### config.mk
export PLATFORM = sky130hd
export DESIGN_NAME = amou_fifo
export DESIGN_NICKNAME = d
export VERILOG_FILES = /design/src/hw/rtl/amou_pkg.sv /design/src/hw/rtl/amou_fifo.sv
export VERILOG_INCLUDE_DIRS = /design/src /design/src/hw/rtl
export SDC_FILE = /design/constraint.sdc
export NUM_CORES = 1
export LEC_CHECK = 0
export BUFFER_PORTS_ARGS = -buffer_cell sky130_fd_sc_hd__buf_2
export CAP_MARGIN = 5
export CORE_UTILIZATION = 40
export CTS_CLUSTER_SIZE = 14
export DETAILED_ROUTE_END_ITERATION = 16
export PLACE_DENSITY = 0.7
export SKIP_CTS_REPAIR_TIMING = 1
export SLEW_MARGIN = 10
export SYNTH_ARGS = -nofsm -noshare
export SYNTH_HDL_FRONTEND = slang
export SYNTH_SLANG_ARGS = --single-unit
### constraint.sdc
create_clock -name clk -period 17 [get_ports clk]
set_input_delay 3.4 -clock clk [delete_from_list [all_inputs] [get_ports clk]]
set_output_delay 3.4 -clock clk [all_outputs]
set_load 0.02 [all_outputs]
### src/hw/rtl/atomic_memory_op_unit_core_macros.svh
// assertion macros shared by the atomic memory op unit rtl
// no dependencies; define NO_ASSERTIONS to compile them out
`ifndef ATOMIC_MEMORY_OP_UNIT_CORE_MACROS_SVH
`define ATOMIC_MEMORY_OP_UNIT_CORE_MACROS_SVH
`ifndef NO_ASSERTIONS
`define AMOU_ASSERT(lbl, clk, rstn, prop) \
    lbl: assert property (@(posedge clk) disable iff (!rstn) prop) \
        else $error("amou assertion failed");
`define AMOU_NEVER(lbl, clk, rstn, cond) \
    lbl: assert property (@(posedge clk) disable iff (!rstn) !(cond)) \
        else $error("amou forbidden condition");
`else
`define AMOU_ASSERT(lbl, clk, rstn, prop)
`define AMOU_NEVER(lbl, clk, rstn, cond)
`endif
`endif

### src/hw/rtl/amou_pkg.sv
// types, codes and helpers of the atomic memory op unit
// no dependencies
`timescale 1ns / 1ps
package amou_pkg;

    localparam logic [4:0] OP_MIN   = 5'd0;
    localparam logic [4:0] OP_MAX   = 5'd1;
    localparam logic [4:0] OP_SUM   = 5'd2;
    localparam logic [4:0] OP_PROD  = 5'd3;
    localparam logic [4:0] OP_LOR   = 5'd4;
    localparam logic [4:0] OP_LAND  = 5'd5;
    localparam logic [4:0] OP_BOR   = 5'd6;
    localparam logic [4:0] OP_BAND  = 5'd7;
    localparam logic [4:0] OP_LXOR  = 5'd8;
    localparam logic [4:0] OP_BXOR  = 5'd9;
    localparam logic [4:0] OP_READ  = 5'd10;
    localparam logic [4:0] OP_WRITE = 5'd11;
    localparam logic [4:0] OP_CSEQ  = 5'd12;
    localparam logic [4:0] OP_CSNE  = 5'd13;
    localparam logic [4:0] OP_CSLE  = 5'd14;
    localparam logic [4:0] OP_CSLT  = 5'd15;
    localparam logic [4:0] OP_CSGE  = 5'd16;
    localparam logic [4:0] OP_CSGT  = 5'd17;
    localparam logic [4:0] OP_MSWAP = 5'd18;

    localparam logic [3:0] DT_LAST_INT = 4'd7;

    typedef struct packed {
        logic [4:0]  op;
        logic [3:0]  datatype;
        logic [9:0]  addr;
        logic [63:0] operand;
        logic [63:0] compare;
        logic        last_element;
        logic        unsup;
    } item_t;

    // lane mask for an integer datatype code
    function automatic logic [63:0] lane_mask(input logic [3:0] dt);
        logic [63:0] m;
        case (dt[2:1])
            2'd0:    m = 64'h0000_0000_0000_00ff;
            2'd1:    m = 64'h0000_0000_0000_ffff;
            2'd2:    m = 64'h0000_0000_ffff_ffff;
            default: m = 64'hffff_ffff_ffff_ffff;
        endcase
        return m;
    endfunction

endpackage

### src/hw/rtl/amou_fifo.sv
// two entry queue between front and back end
// depends on amou_pkg and the assertion macro header
`timescale 1ns / 1ps
`include "atomic_memory_op_unit_core_macros.svh"
module amou_fifo (
    input  logic            clk,
    input  logic            rst_n,
    input  logic            push,
    input  amou_pkg::item_t din,
    input  logic            pop,
    output amou_pkg::item_t dout,
    output logic            empty,
    output logic            full
);
    import amou_pkg::*;

    item_t      ent_reg [2];
    logic       wptr_reg, wptr_next;
    logic       rptr_reg, rptr_next;
    logic [1:0] cnt_reg, cnt_next;

    assign empty = (cnt_reg == 2'd0);
    assign full  = (cnt_reg == 2'd2);
    assign dout  = ent_reg[rptr_reg];

    always_comb
    begin
        wptr_next = push ? ~wptr_reg : wptr_reg;
        rptr_next = pop ? ~rptr_reg : rptr_reg;
        cnt_next  = cnt_reg + {1'b0, push} - {1'b0, pop};
    end

    always_ff @(posedge clk or negedge rst_n)
    begin
        if (!rst_n)
        begin
            wptr_reg <= 1'b0;
            rptr_reg <= 1'b0;
            cnt_reg  <= 2'd0;
        end
        else
        begin
            wptr_reg <= wptr_next;
            rptr_reg <= rptr_next;
            cnt_reg  <= cnt_next;
        end
    end

    always_ff @(posedge clk)
    begin
        if (push)
        begin
            ent_reg[wptr_reg] <= din;
        end
    end

    `AMOU_NEVER(a_no_push_full, clk, rst_n, push && full)
    `AMOU_NEVER(a_no_pop_empty, clk, rst_n, pop && empty)
    `AMOU_ASSERT(a_cnt_up, clk, rst_n, (push && !pop) |=> (cnt_reg == $past(cnt_reg) + 2'd1))
endmodule

==> results of run 1 <==
## cell type report
cell class,instances,share of cell area
Tap cell,378,0.0330
Clock buffer,36,0.0554
Inverter,2,0.000524
Clock inverter,21,0.0196
Antenna cell,3,0.000524
Sequential cell,302,0.632
Timing Repair Buffer,309,0.109
Multi-Input combinational cell,158,0.150
## power by group through the flow
| stage | logic (uW) | registers [uW] | clock network, uW |
|---|---|---|---|
| 2_1_floorplan | 631 | 1060 | 0 |
| 3_3_place_gp | 826 | 1050 | 0 |
| 3_5_place_dp | 831 | 1060 | 0 |
| 4_1_cts | 832 | 1040 | 721 |
| 5_1_grt | 870 | 1050 | 749 |
| 6_report | 816 | 1040 | 703 |
## per-stage QoR
step / utilization / area (sq um) / total power, uW
after detailed placement: 0.476 / 13200 / 1890
after global routing: 0.514 / 14300 / 2670
after CTS: 0.514 / 14300 / 2600
final: 0.514 / 14300 / 2560
after floorplan: - / 11400 / 1690
after global placement: 0.476 / 13200 / 1880
## worst register-to-register path, cell delays in order, from the launching register on
cell and delay (ns):
dfrtp_1 0.43, nor2b_4 0.40, buf_4 0.79
## routing by layer
layer  global-route usage  routed length (um)  vias up
met4               0.0407                 536        2
met1                0.157                8070     2688
met5                    0                  13        -
met3               0.0490                1830       39
li1                     -                   -     2564
met2                0.232               10300      212
## final timing paths
path,depth (start not counted),start,to,slack [ns]
setup / recovery,3,rptr_reg,dout[14],10.78
hold / removal,1,wptr_reg,wptr_reg,0.55
setup reg to reg,2,wptr_reg,ent_reg[0][70],14.92
hold reg to reg,1,wptr_reg,wptr_reg,0.55
max in group asynchronous,1,rst_n,rptr_reg,14.20
min in group asynchronous,1,rst_n,cnt_reg[1],2.66
## cells by family after synthesis
kind of cell               share of synthesized area
DFF                                            0.796
muxes                                          0.181
buffers and inverters                         0.0151
and+or+nand+nor                              0.00198
xor gates and xnor gates                     0.00363
adders and majority gates                    0.00220
## Yosys cell counts (all sizes together)
cell / count
nor2: 1
nor2b: 2
and2: 1
dfrtp: 4
ha: 2
inv: 2
xor2: 2
buf: 17
edfxtp: 298
xor3: 1
mux2: 149
==> flow_summary.json, run 1 <==
{
  "grtUsageTotal": 0.135,
  "routed_wl_mm": 20.7,
  "drt.antenna.violating_nets": 0,
  "clock_sinks": 302,
  "syn_inst": 479,
  "fmax_mhz": 161,
  "hold_viol": 0,
  "critical_path.slowest_cell": "buf_4",
  "drive_gt1_frac": 0.612,
  "p_comb_frac": 0.319,
  "drcViolationCount": 0,
  "synth_area_leader_cell": "edfxtp_1",
  "finalCritPeriodShare": 0.366,
  "hold_class": "reg2reg",
  "io_buffers": 303,
  "tightestPinTransition_ns": 1.08,
  "synth-seq-area-share": 0.796,
  "powerDensity_nw_per_um2": 179,
  "finClkSkew_ns": 0.00739,
  "path_cells": "buf_4, mux2_2, buf_2",
  "drt_iter0_markers": 284,
  "critPathCaptureType": "output pin",
  "vias": 5505,
  "worstPathRequired_ns": 13.60,
  "die_h_um": 171,
  "switching_share": 0.303,
  "dp_hpwl_mm": 13.6,
  "synthesis.nets": 634,
  "max-slew-margin-rel": 0.279,
  "std_cell_rows": 61,
  "ys_types": 14,
  "place_ws_ns": 11.30,
  "setup_tns_ns": 0,
  "criticalPathCategory": "reg2out",
  "drv_slew": 0,
  "drt-wirelength-per-cell_um": 17.1,
  "filler_cell_count": 2285,
  "largest_reg_flops": 298,
  "dp_cells": 1149,
  "timing.hold.ws_ns": 0.552,
  "syn_avg_cell_area_sq_um": 23.7,
  "cpPeakStageDelay_ns": 0.84,
  "vdd_ir_drop_max_mv": 0.104,
  "cp.arrival_ns": 2.82,
  "multiInputGateArea_sq_um": 2150,
  "maxCapViolations": 0,
  "power_frac_seq": 0.407,
  "cts_buffer_depth": 3,
  "grt_pass1_wl_mm": 30.0,
  "rsz0062_at_grt": "false",
  "routed_via_density": 4.55,
  "layout_commonest_cell": "buf_2",
  "setup_ws_ns": 10.78,
  "path_delay_family": "buffers and inverters",
  "syn-cell-area_sq_um": 11400,
  "synth_top_cell_area_share": 0.788,
  "ys_top_cells_by_area": "edfxtp_1 79%, mux2_4 13%, mux2_2 4.9%",
  "p_switching_uw": 776,
  "drtPass1Iterations": 4,
  "final_cells": 1209,
  "antenna_found_initial": 4,
  "start_kind": "register",
  "clock_power_share": 0.275,
  "die_area_sq_um": 29100,
  "pin_count": 304,
  "initial_utilization": 0.408,
  "yosysWarningCount": 0,
  "h-tree-depth": 1,
  "cts_buffers": 31,
  "mostFrequentLayoutCells": "303 x buf_2, 298 x edfxtp_1, 100 x mux2_4",
  "p_int_uw": 1780,
  "finalSetupViolations": 0,
  "status": "complete, no violations",
  "path_max_fanout": 68,
  "cts_root_buffer": "clkbuf_16",
  "area_growth_pct": 26.1,
  "path_clk_slew_ns": 0.06,
  "fin_crit_ns": 6.22,
  "path_buf_inv": 2,
  "core-area_sq_um": 27900,
  "insertion_delay_ns": 0.54,
  "nets": 959,
  "p_leak_uw": 0.00567,
  "cts_tree": "done",
  "globalRouteOverflowTotal": 0,
  "register_area_sq_um": 9050,
  "synth.ff_latch_count": 302,
  "place.gp.congestion": 0.712,
  "grt_max_degree": 70,
  "die_x_um": 171,
  "grt_pass1_vias": 5551
}
(Power assumes the default switching activity.)
==> run 2, diff against run 1 <==
ABC_AREA = 1   (was not set)
PLACE_DENSITY = 0.71   (was 0.7)
clock period = 6.21 ns   (was 17 ns; I/O delays follow)
==> run 2 against run 1 <==
Register-to-register slack lost 11 ns. Clock power grew 140%. Non-clock buffer count grew 1. Clock skew grew 0.0064 ns. Setup slack lost 8.4 ns. First-iteration DRC count grew 33%. Critical path depth grew 1. Highest routed layer unchanged. Power grew to 2.6 times the previous value. Worst hold slack lost 0.066 ns. Core utilization shrank 0.75 points.
==> flow_summary.json, run 2 <==
{
  "cpPeakStageDelay_ns": 0.83,
  "core-area_sq_um": 27700,
  "mostFrequentLayoutCells": "303 x buf_2, 298 x edfxtp_1, 155 x inv_1, 155 x nand2_1, 119 x o21ai_0",
  "dp_hpwl_mm": 14.1,
  "synthArstFlopShare": 0.0132,
  "insertion_delay_ns": 0.55,
  "cts_root_buffer": "clkbuf_16",
  "p_leak_uw": 0.00597,
  "cp.arrival_ns": 2.60,
  "drcViolationCount": 0,
  "synth_commonest_cells": "298 x edfxtp_1, 156 x inv_1, 155 x nand2_1",
  "synth-compound-area-share": 0.0663,
  "path_clk_slew_ns": 0.06,
  "grtUsageTotal": 0.146,
  "largest_reg_flops": 298,
  "routed_via_density": 4.40,
  "nets": 1268,
  "setup_ws_ns": 2.37,
  "grt_pass1_wl_mm": 32.9,
  "io_buffers": 303,
  "fmax_mhz": 260,
  "place_ws_ns": 2.95,
  "vias": 6670,
  "grt_max_degree": 152,
  "syn_inst": 803,
  "drive_gt1_frac": 0.311,
  "layout_commonest_cell": "buf_2",
  "worstPathRequired_ns": 4.97,
  "synthesis.nets": 958,
  "critPathCaptureType": "output pin",
  "synth.ff_latch_count": 302,
  "multiInputGateArea_sq_um": 1390,
  "std_cell_rows": 61,
  "fin_crit_ns": 3.84,
  "synth_area_leader_cell": "edfxtp_1",
  "rsz0062_at_grt": "false",
  "finClkSkew_ns": 0.0138,
  "place.gp.congestion": 0.732,
  "synth-xor-area-share": 0.00156,
  "start_kind": "register",
  "cts_buffer_depth": 3,
  "area_growth_pct": 24.9,
  "tightestPinTransition_ns": 0.935,
  "register_area_sq_um": 9050,
  "finalSetupViolations": 0,
  "path_buf_inv": 2,
  "path_max_fanout": 80,
  "critical_path.slowest_cell": "dfrtp_4",
  "setup_tns_ns": 0,
  "filler_cell_count": 2399,
  "syn_avg_cell_area_sq_um": 14.0,
  "synth_adder_area_share": 0.00222,
  "synth-seq-area-share": 0.804,
  "hold_viol": 0,
  "cts_buffers": 31,
  "yosysWarningCount": 0,
  "die_area_sq_um": 28800,
  "synth-main-ff-cell": "edfxtp_1",
  "drt_iter0_markers": 379,
  "die_h_um": 170,
  "drtPass1Iterations": 4,
  "synth_edf_count": 298,
  "drt-wirelength-per-cell_um": 14.4,
  "max-slew-margin-rel": 0.377,
  "synthSimpleGateAreaFrac": 0.0532,
  "cts_tree": "done",
  "vdd_ir_drop_max_mv": 0.413,
  "h-tree-depth": 1,
  "synth_top_family_by_area": "buffers and inverters",
  "criticalPathCategory": "reg2out",
  "antenna_found_initial": 4,
  "maxCapViolations": 0,
  "initial_utilization": 0.406,
  "timing.hold.ws_ns": 0.486,
  "ys_types": 14,
  "ys_top_cells_by_area": "edfxtp_1 80%, o21ai_0 5.3%, inv_1 5.2%",
  "hold_class": "in2async",
  "synth_most_common_cell": "edfxtp_1",
  "drt.antenna.violating_nets": 0,
  "grt_pass1_vias": 6461,
  "pin_count": 304,
  "routed_wl_mm": 21.9,
  "syn-cell-area_sq_um": 11200,
  "finalCritPeriodShare": 0.619,
  "die_x_um": 170,
  "muxShareOfSynthArea": 0,
  "powerDensity_nw_per_um2": 478,
  "clock_sinks": 302,
  "synth_top_cell_area_share": 0.796,
  "status": "complete, no violations",
  "globalRouteOverflowTotal": 0,
  "path_delay_family": "buffers and inverters",
  "drv_slew": 0,
  "path_cells": "buf_4, nand2_1, o21ai_0, buf_2"
}
-- run 2: kinds of logic (layout without fill, tap and decap cells) --
kind of cell,count (synthesis),after routing
AO/OA/AOI/OAI,149,149
other,0,1
buffers and inverters,189,523
AND/OR/NAND/NOR,159,159
adder cells (fa/ha/maj),2,2
flip-flops,302,302
XOR/XNOR,2,2
-- run 2: where the power goes --
part	switching (uW)	leakage, uW	internal [uW]	total, uW
Clock	719	0.000460	998	1720
Combinational	1550	0.00267	594	2140
Sequential	147	0.00284	2710	2850
-- run 2: cell type report --
cell class | count | area share
Antenna cell | 1 | 0.000178
Clock buffer | 40 | 0.0576
Clock inverter | 17 | 0.00998
Inverter | 156 | 0.0421
Multi-Input combinational cell | 312 | 0.0993
Sequential cell | 302 | 0.645
Tap cell | 378 | 0.0337
Timing Repair Buffer | 310 | 0.113
-- run 2: routing by layer --
metal  up-vias  GRT usage  routed length, um
met5         -          0                 22
met4         4     0.0403                543
met3        44     0.0546               2100
met2       234      0.259              10800
met1      3054      0.165               8410
li1       3334          -                  -
-- run 2: final timing paths --
| path | from | endpoint | slack (ns) | cells past startpoint |
|---|---|---|---|---|
| worst min register to register | wptr_reg | wptr_reg | 0.55 | 1 |
| worst min-delay path | rst_n | wptr_reg | 0.49 | 1 |
| worst max-delay path | rptr_reg | dout[81] | 2.37 | 4 |
| worst max register to register | wptr_reg | ent_reg[1][91] | 4.03 | 3 |
| max in group asynchronous | rst_n | rptr_reg | 5.58 | 1 |
| min in group clk | wptr_reg | wptr_reg | 0.55 | 1 |
-- run 2: through the flow --
stage | cell area [sq um] | power [uW] | util | cells
2_1_floorplan | 11300 | 4370 | - | 803
3_3_place_gp | 13100 | 5020 | 0.473 | 1458
3_5_place_dp | 13100 | 5070 | 0.473 | 1458
4_1_cts | 14000 | 6820 | 0.507 | 1515
5_1_grt | 14000 | 7090 | 0.507 | 1515
6_report | 14000 | 6710 | 0.507 | 1516
